[config.mk]
export PLATFORM = sky130hd
export DESIGN_NAME = sorted_priority_table_flat
export DESIGN_NICKNAME = d
export VERILOG_FILES = /design/src/sptq_pkg.sv /design/src/sptq_stream_if.sv /design/src/sptq_cell.sv /design/src/sorted_priority_table.sv /design/src/flat_wrapper.sv
export SDC_FILE = /design/constraint.sdc
export NUM_CORES = 1
export LEC_CHECK = 0
export BUFFER_PORTS_ARGS = -buffer_cell sky130_fd_sc_hd__buf_2
export CAP_MARGIN = 0
export CELL_PAD_IN_SITES_DETAIL_PLACEMENT = 0
export CELL_PAD_IN_SITES_GLOBAL_PLACEMENT = 1
export CORE_ASPECT_RATIO = 0.7
export CORE_MARGIN = 3
export CORE_UTILIZATION = 59
export DETAILED_ROUTE_END_ITERATION = 8
export GPL_TIMING_DRIVEN = 0
export PLACE_DENSITY_LB_ADDON = 0.1
export SYNTH_ARGS = -nofsm -noshare
export SYNTH_HDL_FRONTEND = slang
export SYNTH_SLANG_ARGS = --single-unit
[constraint.sdc]
create_clock -name clk -period 71.2 [get_ports clk]
set_input_delay 7.12 -clock clk [delete_from_list [all_inputs] [get_ports clk]]
set_output_delay 7.12 -clock clk [all_outputs]
set_load 0.01 [all_outputs]
[src/sptq_pkg.sv]
// shared types, codes and constants of the sorted priority table
`default_nettype none
package sptq_pkg;

	// table size default and field widths
	localparam int DEPTH_DEF = 32;
	localparam int TICKET_W  = 16;
	localparam int AGE_W     = 8;
	localparam int SEV_W     = 3;
	localparam int POS_W     = 6;
	localparam int TOTAL_W   = 7;
	localparam int STATUS_W  = 3;
	localparam int REQ_W     = 3;

	localparam logic [SEV_W-1:0] SEV_MIN = SEV_W'(1);
	localparam logic [SEV_W-1:0] SEV_MAX = SEV_W'(4);

	// request codes
	typedef enum logic [REQ_W-1:0] {
		REQ_INSERT = 3'd0,
		REQ_LOOKUP = 3'd1,
		REQ_UPDATE = 3'd2,
		REQ_REMOVE = 3'd3,
		REQ_READ   = 3'd4
	} req_code_t;

	// result status codes
	typedef enum logic [STATUS_W-1:0] {
		ST_OK       = 3'd0,
		ST_FULL     = 3'd1,
		ST_DUP      = 3'd2,
		ST_NOTFOUND = 3'd3,
		ST_BADSEV   = 3'd4
	} status_code_t;

	// controller states
	typedef enum logic [2:0] {
		S_IDLE,
		S_SCAN,
		S_EVAL,
		S_MOVE,
		S_DONE
	} fsm_t;

	// one table entry as held by a cell
	typedef struct packed {
		logic [TICKET_W-1:0] ticket;
		logic [AGE_W-1:0]    age;
		logic [SEV_W-1:0]    severity;
	} entry_t;

	// input item
	typedef struct packed {
		logic [REQ_W-1:0]    req_type;
		logic [TICKET_W-1:0] ticket;
		logic [AGE_W-1:0]    age;
		logic [SEV_W-1:0]    severity;
		logic [POS_W-1:0]    position;
	} req_t;

	// result item
	typedef struct packed {
		logic [STATUS_W-1:0] status;
		logic [TICKET_W-1:0] out_ticket;
		logic [AGE_W-1:0]    out_age;
		logic [SEV_W-1:0]    out_severity;
		logic [POS_W-1:0]    out_index;
		logic [TOTAL_W-1:0]  entry_total;
	} rsp_t;

endpackage
`default_nettype wire

[src/sptq_stream_if.sv]
// valid/ready channel carrying one item of a given payload type
`default_nettype none
interface sptq_stream_if #(
	parameter type payload_t = logic [0:0]
) ();
	logic     valid;
	logic     ready;
	payload_t data;

	modport source (output valid, output data, input ready);
	modport sink   (input valid, input data, output ready);
endinterface
`default_nettype wire

[src/sptq_cell.sv]
// one cell of the entry ring: holds one entry, takes its neighbor's on shift
`default_nettype none
module sptq_cell import sptq_pkg::*; (
	input  logic   clk,
	input  logic   shift,
	input  entry_t d,
	output entry_t q
);
	entry_t ent_q;

	// load the neighbor's entry when the ring moves
	always_ff @(posedge clk) begin
		if (shift) begin
			ent_q <= d;
		end
	end

	assign q = ent_q;
endmodule
`default_nettype wire

[src/sorted_priority_table.sv]
// top level: sorted priority table on a ring of entry cells
//
//   channel | dir | payload                                        | accepted when
//   req     | in  | req_type, ticket, age, severity, position      | valid & ready
//   rsp     | out | status, out_ticket, out_age, out_severity,     | valid & ready
//           |     | out_index, entry_total                         |
//
// Every item makes one full turn of the DEPTH-cell ring to search it, then passes
// through a decide state. Insert, update and remove that succeed take a second turn
// that rewrites the ring in order before the result is loaded into the output
// register.
// Reset clears the entry count and the control state; cell contents stay as they are.
// One item is in work at a time; a result waiting on rsp does not stop the next
// item from being accepted, only its result waits for the register to free up.
`default_nettype none
module sorted_priority_table import sptq_pkg::*; #(
	parameter int DEPTH = DEPTH_DEF
) (
	input  logic          clk,
	input  logic          arst_n,
	sptq_stream_if.sink   req,
	sptq_stream_if.source rsp
);
	localparam int CW = $clog2(DEPTH + 1);
	localparam logic [CW-1:0] LAST  = CW'(DEPTH - 1);
	localparam logic [CW-1:0] NONE  = CW'(DEPTH);

	// ring of cells
	entry_t cell_q [DEPTH];
	entry_t ring_in;
	logic   shift;

	for (genvar i = 0; i < DEPTH; i++) begin : g_cell
		if (i == DEPTH - 1) begin : g_tail
			sptq_cell u_cell (.clk(clk), .shift(shift), .d(ring_in), .q(cell_q[i]));
		end else begin : g_body
			sptq_cell u_cell (.clk(clk), .shift(shift), .d(cell_q[i+1]), .q(cell_q[i]));
		end
	end

	// control and work registers
	fsm_t          st_q, st_d;
	logic [CW-1:0] count_q;
	logic [CW-1:0] k_q;
	req_t          op_q;
	logic          found_q;
	logic [CW-1:0] fidx_q;
	entry_t        fent_q;
	logic [CW-1:0] lt_q;
	entry_t        rd_q;
	entry_t        prev_q;
	entry_t        new_q;
	logic [CW-1:0] ins_q;
	logic [CW-1:0] del_q;
	rsp_t          res_q;
	logic          rsp_vld_q;
	rsp_t          rsp_data_q;

	entry_t head;
	entry_t head_nxt;
	entry_t new_ent;
	entry_t red;
	logic   valid_k;
	logic   hit;
	logic   less;
	logic   sev_ok;
	logic   accept;
	logic   load_rsp;
	logic   at_last;

	// eval results
	rsp_t          ev_res;
	logic [CW-1:0] ev_count;
	logic [CW-1:0] ev_ins;
	logic [CW-1:0] ev_del;
	logic          ev_move;

	assign head     = cell_q[0];
	assign head_nxt = cell_q[1];
	assign at_last  = (k_q == LAST);
	assign accept   = req.valid && req.ready;
	assign new_ent  = '{ticket: op_q.ticket, age: op_q.age, severity: op_q.severity};
	assign sev_ok   = (op_q.severity >= SEV_MIN) && (op_q.severity <= SEV_MAX);

	// scan compares on the head cell
	assign valid_k = (k_q < count_q);
	assign hit     = valid_k && (head.ticket == op_q.ticket);
	assign less    = valid_k && !hit &&
		({head.severity, head.ticket} < {op_q.severity, op_q.ticket});

	// list with the removed entry taken out, seen at the head
	assign red = (k_q < del_q) ? head : head_nxt;

	// decision after the search turn
	always_comb begin
		ev_res   = '0;
		ev_res.status = ST_NOTFOUND;
		ev_count = count_q;
		ev_ins   = NONE;
		ev_del   = NONE;
		ev_move  = 1'b0;
		unique case (op_q.req_type)
			REQ_INSERT: begin
				if (!sev_ok) begin
					ev_res.status = ST_BADSEV;
				end else if (count_q >= NONE) begin
					ev_res.status = ST_FULL;
				end else if (found_q) begin
					ev_res.status = ST_DUP;
				end else begin
					ev_res.status       = ST_OK;
					ev_res.out_ticket   = new_ent.ticket;
					ev_res.out_age      = new_ent.age;
					ev_res.out_severity = new_ent.severity;
					ev_res.out_index    = POS_W'(lt_q);
					ev_ins   = lt_q;
					ev_count = count_q + CW'(1);
					ev_move  = 1'b1;
				end
			end
			REQ_LOOKUP: begin
				if (found_q) begin
					ev_res.status       = ST_OK;
					ev_res.out_ticket   = fent_q.ticket;
					ev_res.out_age      = fent_q.age;
					ev_res.out_severity = fent_q.severity;
					ev_res.out_index    = POS_W'(fidx_q);
				end
			end
			REQ_UPDATE: begin
				if (found_q && !sev_ok) begin
					ev_res.status = ST_BADSEV;
				end else if (found_q) begin
					ev_res.status       = ST_OK;
					ev_res.out_ticket   = new_ent.ticket;
					ev_res.out_age      = new_ent.age;
					ev_res.out_severity = new_ent.severity;
					ev_res.out_index    = POS_W'(lt_q);
					ev_ins  = lt_q;
					ev_del  = fidx_q;
					ev_move = 1'b1;
				end
			end
			REQ_REMOVE: begin
				if (found_q) begin
					ev_res.status       = ST_OK;
					ev_res.out_ticket   = fent_q.ticket;
					ev_res.out_age      = fent_q.age;
					ev_res.out_severity = fent_q.severity;
					ev_res.out_index    = POS_W'(fidx_q);
					ev_del   = fidx_q;
					ev_count = count_q - CW'(1);
					ev_move  = 1'b1;
				end
			end
			REQ_READ: begin
				if (TOTAL_W'(op_q.position) < TOTAL_W'(count_q)) begin
					ev_res.status       = ST_OK;
					ev_res.out_ticket   = rd_q.ticket;
					ev_res.out_age      = rd_q.age;
					ev_res.out_severity = rd_q.severity;
					ev_res.out_index    = op_q.position;
				end
			end
			default: begin
				ev_res.status = ST_NOTFOUND;
			end
		endcase
		ev_res.entry_total = TOTAL_W'(ev_count);
	end

	// state register
	always_ff @(posedge clk or negedge arst_n) begin
		if (!arst_n) begin
			st_q <= S_IDLE;
		end else begin
			st_q <= st_d;
		end
	end

	// next state and ring control
	always_comb begin
		st_d     = st_q;
		shift    = 1'b0;
		ring_in  = head;
		load_rsp = 1'b0;
		req.ready = 1'b0;
		unique case (st_q)
			S_IDLE: begin
				req.ready = 1'b1;
				if (req.valid) begin
					st_d = S_SCAN;
				end
			end
			S_SCAN: begin
				shift = 1'b1;
				if (at_last) begin
					st_d = S_EVAL;
				end
			end
			S_EVAL: begin
				st_d = ev_move ? S_MOVE : S_DONE;
			end
			S_MOVE: begin
				shift = 1'b1;
				if (k_q < ins_q) begin
					ring_in = red;
				end else if (k_q == ins_q) begin
					ring_in = new_q;
				end else begin
					ring_in = prev_q;
				end
				if (at_last) begin
					st_d = S_DONE;
				end
			end
			S_DONE: begin
				if (!rsp_vld_q || rsp.ready) begin
					load_rsp = 1'b1;
					st_d     = S_IDLE;
				end
			end
			default: begin
				st_d = S_IDLE;
			end
		endcase
	end

	// entry count
	always_ff @(posedge clk or negedge arst_n) begin
		if (!arst_n) begin
			count_q <= '0;
		end else if (st_q == S_EVAL) begin
			count_q <= ev_count;
		end
	end

	// work registers of the search and rewrite turns
	always_ff @(posedge clk) begin
		if (accept) begin
			op_q    <= req.data;
			k_q     <= '0;
			found_q <= 1'b0;
			lt_q    <= '0;
		end else if (st_q == S_SCAN) begin
			k_q <= at_last ? '0 : k_q + CW'(1);
			if (hit && !found_q) begin
				found_q <= 1'b1;
				fidx_q  <= k_q;
				fent_q  <= head;
			end
			if (less) begin
				lt_q <= lt_q + CW'(1);
			end
			if (TOTAL_W'(op_q.position) == TOTAL_W'(k_q)) begin
				rd_q <= head;
			end
		end else if (st_q == S_EVAL) begin
			res_q <= ev_res;
			ins_q <= ev_ins;
			del_q <= ev_del;
			new_q <= new_ent;
			k_q   <= '0;
		end else if (st_q == S_MOVE) begin
			k_q    <= k_q + CW'(1);
			prev_q <= red;
		end
	end

	// output register
	always_ff @(posedge clk or negedge arst_n) begin
		if (!arst_n) begin
			rsp_vld_q <= 1'b0;
		end else if (load_rsp) begin
			rsp_vld_q <= 1'b1;
		end else if (rsp.ready) begin
			rsp_vld_q <= 1'b0;
		end
	end

	always_ff @(posedge clk) begin
		if (load_rsp) begin
			rsp_data_q <= res_q;
		end
	end

	assign rsp.valid = rsp_vld_q;
	assign rsp.data  = rsp_data_q;
endmodule
`default_nettype wire

[src/flat_wrapper.sv]
// flat-port wrapper written by rule: the top's interface ports become plain ports
module sorted_priority_table_flat import sptq_pkg::*;
#(
	parameter int DEPTH = DEPTH_DEF
)
  (clk, arst_n, req_valid, req_data, req_ready, rsp_valid, rsp_data, rsp_ready);
  sptq_stream_if #(.payload_t(req_t)) req_i ();
  sptq_stream_if #(.payload_t(rsp_t)) rsp_i ();
  input  logic clk;
  input  logic arst_n;
  input wire logic [$bits(req_i.valid)-1:0] req_valid;
  input wire logic [$bits(req_i.data)-1:0] req_data;
  output wire logic [$bits(req_i.ready)-1:0] req_ready;
  output wire logic [$bits(rsp_i.valid)-1:0] rsp_valid;
  output wire logic [$bits(rsp_i.data)-1:0] rsp_data;
  input wire logic [$bits(rsp_i.ready)-1:0] rsp_ready;
  assign req_i.valid = req_valid;
  assign req_i.data = req_data;
  assign req_ready = req_i.ready;
  assign rsp_valid = rsp_i.valid;
  assign rsp_data = rsp_i.data;
  assign rsp_i.ready = rsp_ready;
  sorted_priority_table #(.DEPTH(DEPTH)) u_core (.clk(clk), .arst_n(arst_n), .req(req_i), .rsp(rsp_i));
endmodule
==> results of run 1 <==
-- stage by stage --
step	util, %	instance area (um2)	hold slack (ns)	cells	power, mW
CTS	68.94	42810	0.4124	2816	1.982
finish	68.94	42810	0.4072	2817	1.961
global route	68.94	42810	0.4199	2816	2.056
detailed placement	63.78	39600	0.4045	2634	1.445
floorplan	-	37420	0.4003	1694	1.562
global placement	62.58	38860	0.4003	2596	1.722
-- flip-flops by register name, summed over array words and instances, names as in the netlist --
register	count
u_core.new_q	27
u_core.count_q	6
u_core.lt_q	6
u_core.k_q	6
u_core.ins_q	6
u_core.rd_q	27
u_core.rsp.data	42
u_core.new_ent	27
u_core.del_q	6
u_core.g_cell.g_body.u_cell.q	837
u_core.op_q	9
u_core.fidx_q	6
u_core.prev_q	27
u_core.fent_q	27
u_core.res_q	42
u_core.rsp.valid	1
u_core.g_cell.g_tail.u_cell.q	27
u_core.found_q	1
u_core.st_q	3
-- cell type report --
| class | instances | area [um2] |
|---|---|---|
| fill | 3888 | 19280 |
| inverter | 98 | 370.4 |
| antenna | 1 | 2.502 |
| clock inverter | 58 | 559.3 |
| multi-input combinational | 426 | 3062 |
| clock buffer | 124 | 2644 |
| sequential | 1133 | 33840 |
| timing repair buffer | 121 | 1134 |
| buffer | 37 | 171.4 |
| tap | 819 | 1025 |
-- metal layers --
| metal | vias to the layer above | wire (um) |
|---|---|---|
| met1 | 8007 | 29870 |
| met3 | 98 | 3488 |
| met5 | - | 0 |
| met4 | 0 | 1431 |
| met2 | 451 | 25110 |
| li1 | 7123 | - |
-- cell usage after synthesis, drive strengths merged (4+ instances only) --
| cell | n | area share [%] |
|---|---|---|
| clkbuf | 22 | 0.22 |
| a222oi | 28 | 0.75 |
| nand2 | 81 | 0.81 |
| or3 | 6 | 0.10 |
| a221o | 5 | 0.13 |
| a211oi | 4 | 0.094 |
| and2 | 14 | 0.23 |
| buf | 15 | 0.23 |
| nand3 | 10 | 0.13 |
| o21ai | 48 | 0.66 |
| nand2b | 8 | 0.13 |
| o211ai | 4 | 0.080 |
| nor2 | 19 | 0.20 |
| ha | 44 | 1.5 |
| xnor2 | 15 | 0.35 |
| inv | 98 | 0.98 |
| dfxtp | 13 | 0.70 |
| a21oi | 20 | 0.27 |
| mux2i | 27 | 0.72 |
| o221ai | 27 | 0.63 |
| nor3 | 8 | 0.11 |
| edfxtp | 1110 | 89 |
| dfrtp | 10 | 0.67 |
| nand4 | 9 | 0.15 |
-- critical path, cell delays in order, from the launching register on --
cell,delay [ns]
dfrtp_1,0.44
clkbuf_1,0.23
nor3_1,0.28
buf_2,0.19
-- final timing paths --
kind / start / end / slack (ns) / cells past startpoint
worst max register to register: u_core.st_q[2] / u_core.g_cell[31].g_tail.u_cell.q[25] / 67.71 / 8
worst max-delay path: u_core.st_q[2] / req_ready / 62.30 / 3
max in group asynchronous: arst_n / u_core.count_q[0] / 64.67 / 1
worst min register to register: u_core.g_cell[15].g_body.u_cell.q[1] / u_core.g_cell[14].g_body.u_cell.q[1] / 0.41 / 0
worst min-delay path: u_core.g_cell[15].g_body.u_cell.q[1] / u_core.g_cell[14].g_body.u_cell.q[1] / 0.41 / 0
min in group asynchronous: arst_n / u_core.count_q[4] / 6.33 / 1
-- power by group through the flow --
| stage | Sequential, mW | Combinational (mW) | Clock, mW |
|---|---|---|---|
| 2_1_floorplan | 1.45 | 0.117 | 0 |
| 3_3_place_gp | 1.56 | 0.163 | 0 |
| 3_5_place_dp | 1.24 | 0.201 | 0 |
| 4_1_cts | 1.24 | 0.201 | 0.540 |
| 5_1_grt | 1.27 | 0.221 | 0.567 |
| 6_report | 1.24 | 0.199 | 0.525 |
-- logic make-up after synthesis --
logic type	Yosys count	synth area share, %
compound gates	161	3.183
xor+xnor	18	0.4214
fa+ha+maj	44	1.471
buf+inv	135	1.438
flops	1133	90.45
mux	27	0.7223
other cells	1	0.01002
simple gates	175	2.307
==> reports/qor.csv, run 1 <==
stage,metric,value,unit
min_path,Hold Crit Class,register to register,
global_routing,global route overflow,0,
global_routing,vias in the first global route,15540,
final_layout,most frequent cells in the layout,"1110 x edfxtp_1, 101 x clkbuf_16, 96 x inv_1",
power_and_ir_drop,internal power,1.499,mW
worst_setup_path,CP Class,register to output port,
global_routing,overall routing resource usage,18.59,%
timing,final hold vios,0,
global_routing,M2 GR Usage,25.48,%
timing,total negative slack,0,ns
worst_setup_path,crit path DAT,1.78,ns
global_routing,met1 Track Usage GR,31.01,%
final_layout,"most common cell after layout, fill and taps aside",edfxtp_1,
outcome,status,completed,
global_routing,met3 global-route usage,3.195,%
floorplan,initial core utilization,60.26,%
timing,RSZ-0062 raised after global routing,false,
power_and_ir_drop,static leakage,15.58,nW
placement,Place WS,62.71,ns
timing,Slew Limit Fails,0,
global_routing,first-pass GRT wire length,93.33,mm
synth,Ys Warns,0,
timing,crit path time final,8.904,ns
floorplan,Top Ports,85,
synth,Post-Syn Area,0.03742,mm2
floorplan,site row count,76,
floorplan,Die Span Y,216.7,um
floorplan,core region area,0.06209,mm2
clock_network,CTS sink count,1133,
timing,Peak Freq,112.3,MHz
floorplan,die area,0.06652,mm2
clock_network,Clock Latency Late Sink,0.65,ns
floorplan,die width,307.0,um
synth,#FFs+latches synth,1133,
power_and_ir_drop,Comb pwr share,10.1,%
clock_network,post_cts resized,0,
clock_network,Clock Path Buffers,3,
timing,Worst slew margin,39.81,%
clock_network,"Reg clk slew, reported paths",0.06,ns
route,1st-iter DRT viols,1617,
placement,GP Congestion,0.7885,
power_and_ir_drop,Peak VDD IR,0.02742,mV
route,WL/cell,21.26,um
power_and_ir_drop,Pwr per Cell Area,45.81,mW/mm2
final_layout,Layout area overhead,14.41,%
clock_network,# H-tree levels,3,
timing,Final period util,12.51,%
clock_network,CTS Buf Count,99,
power_and_ir_drop,clock network power share,26.7,%
synth,library cells used by synthesis,65,
synth,Syn Nets,1778,
timing,measured slew at the worst slew-check pin,0.9029,ns
global_routing,largest net degree at the start of global routing,52,
route,final WL,59.89,mm
final_layout,# nets final,2000,
clock_network,"Hold-fix buffers, CTS",0,
timing,Setup Skew,0.01552,ns
clock_network,postcts setup bufs,0,
route,# DRC,0,
power_and_ir_drop,Net Switching,0.4622,mW
global_routing,initial antenna violation count,3,
route,Initial DRT Pass Iterations,6,
route,vias post-DR,15680,
synth,Syn Area/Cell,22.09,um2
job,number of max-cap violations,0,
route,vias per std cell,5.566,
placement,HPWL Detailed,35.86,mm
synth,Synth async-reset ratio,0.8826,%
worst_setup_path,crit-path max FO,10,
power_and_ir_drop,Seq pwr share,63.1,%
placement,port buffer count,83,
worst_setup_path,Worst Path Required,64.08,ns
timing,final setup fails,0,
worst_setup_path,Crit. End Element,output port,
power_and_ir_drop,Sw Ratio,23.57,%
synth,Syn Inst Count,1694,
synth,post-synthesis sequential area ratio,90.45,%
timing,setup ws final,62.30,ns
route,post-detailed-route count of antenna-violating nets,0,
clock_network,TritonCTS clock tree,done,
synth,Post-synth EDFFs,1110,
worst_setup_path,crit path launch type,register,
clock_network,Root Driver,clkbuf_16,
final_layout,layout cells sized above 1,14.47,%
global_routing,busiest grt layer,met1,
synth,most used flip-flop cell after synthesis,edfxtp_1,
Note: power is estimated with default switching activity, not from simulation.
==> inputs of run 2 (changes only) <==
--- a/config.mk
+++ b/config.mk
@@ -5,13 +5,14 @@
 export SDC_FILE = /design/constraint.sdc
 export NUM_CORES = 1
 export LEC_CHECK = 0
+export ABC_AREA = 1
 export BUFFER_PORTS_ARGS = -buffer_cell sky130_fd_sc_hd__buf_2
 export CAP_MARGIN = 0
 export CELL_PAD_IN_SITES_DETAIL_PLACEMENT = 0
 export CELL_PAD_IN_SITES_GLOBAL_PLACEMENT = 1
 export CORE_ASPECT_RATIO = 0.7
 export CORE_MARGIN = 3
-export CORE_UTILIZATION = 59
+export CORE_UTILIZATION = 49
 export DETAILED_ROUTE_END_ITERATION = 8
 export GPL_TIMING_DRIVEN = 0
 export PLACE_DENSITY_LB_ADDON = 0.1
==> constraint.sdc (replaced) <==
create_clock -name clk -period 7.6 [get_ports clk]
set_input_delay 0.76 -clock clk [delete_from_list [all_inputs] [get_ports clk]]
set_output_delay 0.76 -clock clk [all_outputs]
set_load 0.01 [all_outputs]
==> run 2 against run 1 <==
  * Non-clock buffer count fell by 3
  * Die area increased by 23%
  * Total power increased to 10 times the previous value
  * Final area is 3.2% higher
  * Routed wire length rose by 9.3%
  * Worst setup slack got worse by 58 ns
  * Sequential share of layout area fell by 2.4 points
  * Utilization fell by 12 points
  * Clock power rose to 9.3 times the previous value
  * Flip-flop and latch count unchanged
  * Register-to-register slack lost 63 ns
  * Largest cell class unchanged
  * Largest power group unchanged
  * Highest routed layer unchanged
==> reports/qor.csv, run 2 <==
stage,metric,value,unit,change
synth,top post-synthesis cells by area,"edfxtp_1 87%, nand2_1 1.9%, ha_1 1.4%, inv_1 1.4%, nand3_1 1.3%",,
worst_setup_path,CP peak stage delay,0.71,ns,+0.27 ns
final_layout,Layout Utilization,57.22,%,-12 points
placement,GP Congestion,0.8086,,+2.5%
global_routing,initial antenna violation count,4,,+1
final_layout,# nets final,2304,,+15%
timing,Peak Freq,295.5,MHz,
clock_network,"Reg clk slew, reported paths",0.06,ns,about the same
clock_network,# H-tree levels,3,,unchanged
synth,most numerous cell in the Yosys netlist,edfxtp_1,,
clock_network,CTS sink count,1133,,unchanged
global_routing,overall routing resource usage,16.31,%,-2.3 points
floorplan,Top Ports,85,,unchanged
synth,Synth top cells by count,"1110 x edfxtp_1, 192 x nand2_1, 142 x inv_1, 102 x nand3_1, 80 x a21oi_1",,
clock_network,CTS Buf Count,101,,+2.0%
timing,measured slew at the worst slew-check pin,1.238,ns,+0.3348 ns
floorplan,die width,340.6,um,+11%
worst_setup_path,crit path launch type,register,,
floorplan,core region area,0.07721,mm2,+24%
synth,most used flip-flop cell after synthesis,edfxtp_1,,
global_routing,first-pass GRT wire length,100.8,mm,+8.0%
timing,Slew Limit Fails,0,,unchanged
worst_setup_path,highest-delay cell along the critical path,nor4_4,,
final_layout,antenna cell count,0,,-1
worst_setup_path,r2r setup slk,4.22,ns,-63.49 ns
route,final WL,65.44,mm,+9.3%
outcome,status,completed,,
min_path,Hold Crit Class,primary input to register,,
synth,#FFs+latches synth,1133,,unchanged
timing,Worst slew margin,17.29,%,-23 points
synth,Syn Nets,2082,,+17%
synth,Syn Inst Count,1998,,+18%
synth,Syn Area/Cell,19.22,um2,-13%
final_layout,Finished Layout Cells,3352,,+19%
floorplan,initial core utilization,49.72,%,-11 points
worst_setup_path,Worst Path Required,7.97,ns,-56.11 ns
final_layout,fin area,0.04418,mm2,+3.2%
synth,Post-synth EDFFs,1110,,unchanged
timing,final setup fails,0,,unchanged
route,WL/cell,19.52,um,-8.2%
synth,share of Yosys cell area claimed by the top area cell type,86.82,%,-2.3 points
final_layout,layout cells sized above 1,14.34,%,-0.13 points
route,vias post-DR,17070,,+8.8%
synth,post-synthesis sequential area ratio,88.15,%,-2.3 points
clock_network,Clock Latency Late Sink,0.67,ns,+0.02 ns
placement,DP Area,0.04097,mm2,+3.4%
timing,RSZ-0062 raised after global routing,false,,
global_routing,vias in the first global route,16780,,+7.9%
clock_network,post_cts resized,0,,unchanged
power_and_ir_drop,Peak VDD IR,0.2579,mV,+840%
synth,largest area contributor in the netlist,edfxtp_1,,
final_layout,Layout area overhead,15.07,%,
final_layout,most frequent cells in the layout,"1110 x edfxtp_1, 192 x nand2_1, 141 x inv_1",,
global_routing,largest net degree at the start of global routing,60,,+15%
synth,Synth async-reset ratio,0.8826,%,unchanged
route,vias per std cell,5.091,,-8.5%
route,Initial DRT Pass Iterations,5,,-1
worst_setup_path,crit path cell chain,nor2_4 -> buf_12 -> nand2_1 -> inv_1 -> nand3_1 -> nor4_4 -> buf_6 -> buf_8,,
timing,Setup Skew,0.02973,ns,+0.01421 ns
placement,HPWL Detailed,40.41,mm,+13%
synth,Post-Syn Area,0.03839,mm2,+2.6%
clock_network,TritonCTS clock tree,done,,
global_routing,global route overflow,0,,unchanged
placement,port buffer count,83,,unchanged
worst_setup_path,crit-path max FO,23,,+13
synth,Ys Warns,0,,unchanged
floorplan,Die Span Y,240.2,um,+11%
placement,Placed Cells,3160,,+20%
timing,Final period util,44.53,%,
final_layout,"most common cell after layout, fill and taps aside",edfxtp_1,,
final_layout,Largest register FFs,837,,unchanged
final_layout,# fillers,5869,,+51%
clock_network,Clock Path Buffers,3,,unchanged
job,number of max-cap violations,0,,unchanged
clock_network,postcts setup bufs,0,,unchanged
timing,final hold vios,0,,unchanged
worst_setup_path,Crit. End Element,register,,
floorplan,die area,0.08180,mm2,+23%
power_and_ir_drop,Power Total,20.47,mW,+940%
worst_setup_path,CP Class,register to register,,
floorplan,site row count,85,,+12%
power_and_ir_drop,Pwr per Cell Area,463.4,mW/mm2,+910%
timing,crit path time final,3.385,ns,
worst_setup_path,crit path DAT,3.75,ns,+1.97 ns
synth,library cells used by synthesis,48,,-26%
clock_network,Root Driver,clkbuf_16,,
power_and_ir_drop,static leakage,15.72,nW,+0.89%
route,post-detailed-route count of antenna-violating nets,0,,unchanged
route,# DRC,0,,unchanged
route,1st-iter DRT viols,1478,,-8.6%
[run 2: final timing paths]
kind,start,endpoint,cells after the start
min in group asynchronous,arst_n,u_core.st_q[1],2
worst min-delay path,req_data[12],u_core.new_ent[6],1
max in group asynchronous,arst_n,u_core.st_q[2],2
worst max-delay path,u_core.st_q[2],u_core.rd_q[22],8
worst min register to register,u_core.res_q[28],u_core.rsp.data[28],0
worst max register to register,u_core.st_q[2],u_core.rd_q[22],8
[run 2: stage by stage]
step	hold slack (ns)	setup TNS (ns)	setup WS (ns)
2_1_floorplan	0.4003	-6220.11	-7.659
3_3_place_gp	0.4000	-	-14.36
3_5_place_dp	0.4045	0	4.184
4_1_cts	0.2157	0	4.175
5_1_grt	0.2174	0	4.039
6_report	0.2723	0	4.215
[run 2: cells by family (layout without fill, tap and decap cells)]
kind of cell / Yosys count / in the layout / synth area share (%)
compound gates: 172 / 172 / 2.679
buf+inv: 184 / 494 / 2.001
flops: 1133 / 1133 / 88.15
xor+xnor: 11 / 11 / 0.2510
simple gates: 453 / 453 / 5.478
fa+ha+maj: 44 / 44 / 1.434
other cells: 1 / 1 / 0.009767
[run 2: critical path, delay by kind of cell, from the launching register on]
| kind | cells | cell delay (ns) |
|---|---|---|
| buf+inv | 4 | 0.97 |
| flops | 1 | 0.47 |
| simple gates | 4 | 1.64 |
[run 2: where the power goes]
| group | internal (mW) | switching (mW) | total [mW] |
|---|---|---|---|
| clock | 2.69 | 2.18 | 4.87 |
| combinational | 1.02 | 2.39 | 3.41 |
| sequential | 11.3 | 0.928 | 12.2 |
[run 2: layout make-up]
class | instances | area (um2) | share of cell area, %
well taps | 1044 | 1306 | 2.957
inverters | 148 | 556.8 | 1.260
multi-input cells | 681 | 3826 | 8.661
plain buffers | 36 | 257.7 | 0.5834
repair buffers | 119 | 1187 | 2.688
clock inverters | 66 | 519.2 | 1.175
clock buffers | 125 | 2680 | 6.067
flip-flops and latches | 1133 | 33840 | 76.61
[run 2: what timing repair did]
item,4_1_cts,5_1_grt
hold endpoints to repair,10,0
endpoints found under the setup margin,0,0
hold buffers,1,0
[run 2: layer usage]
layer  GRT usage, %  vias up  routed length [um]
li1               -     7912                   -
met1          26.24     8697               33540
met2          22.59      350               27350
met3          3.531      107                3285
met4          4.383        0                1261
met5              0        -                   0
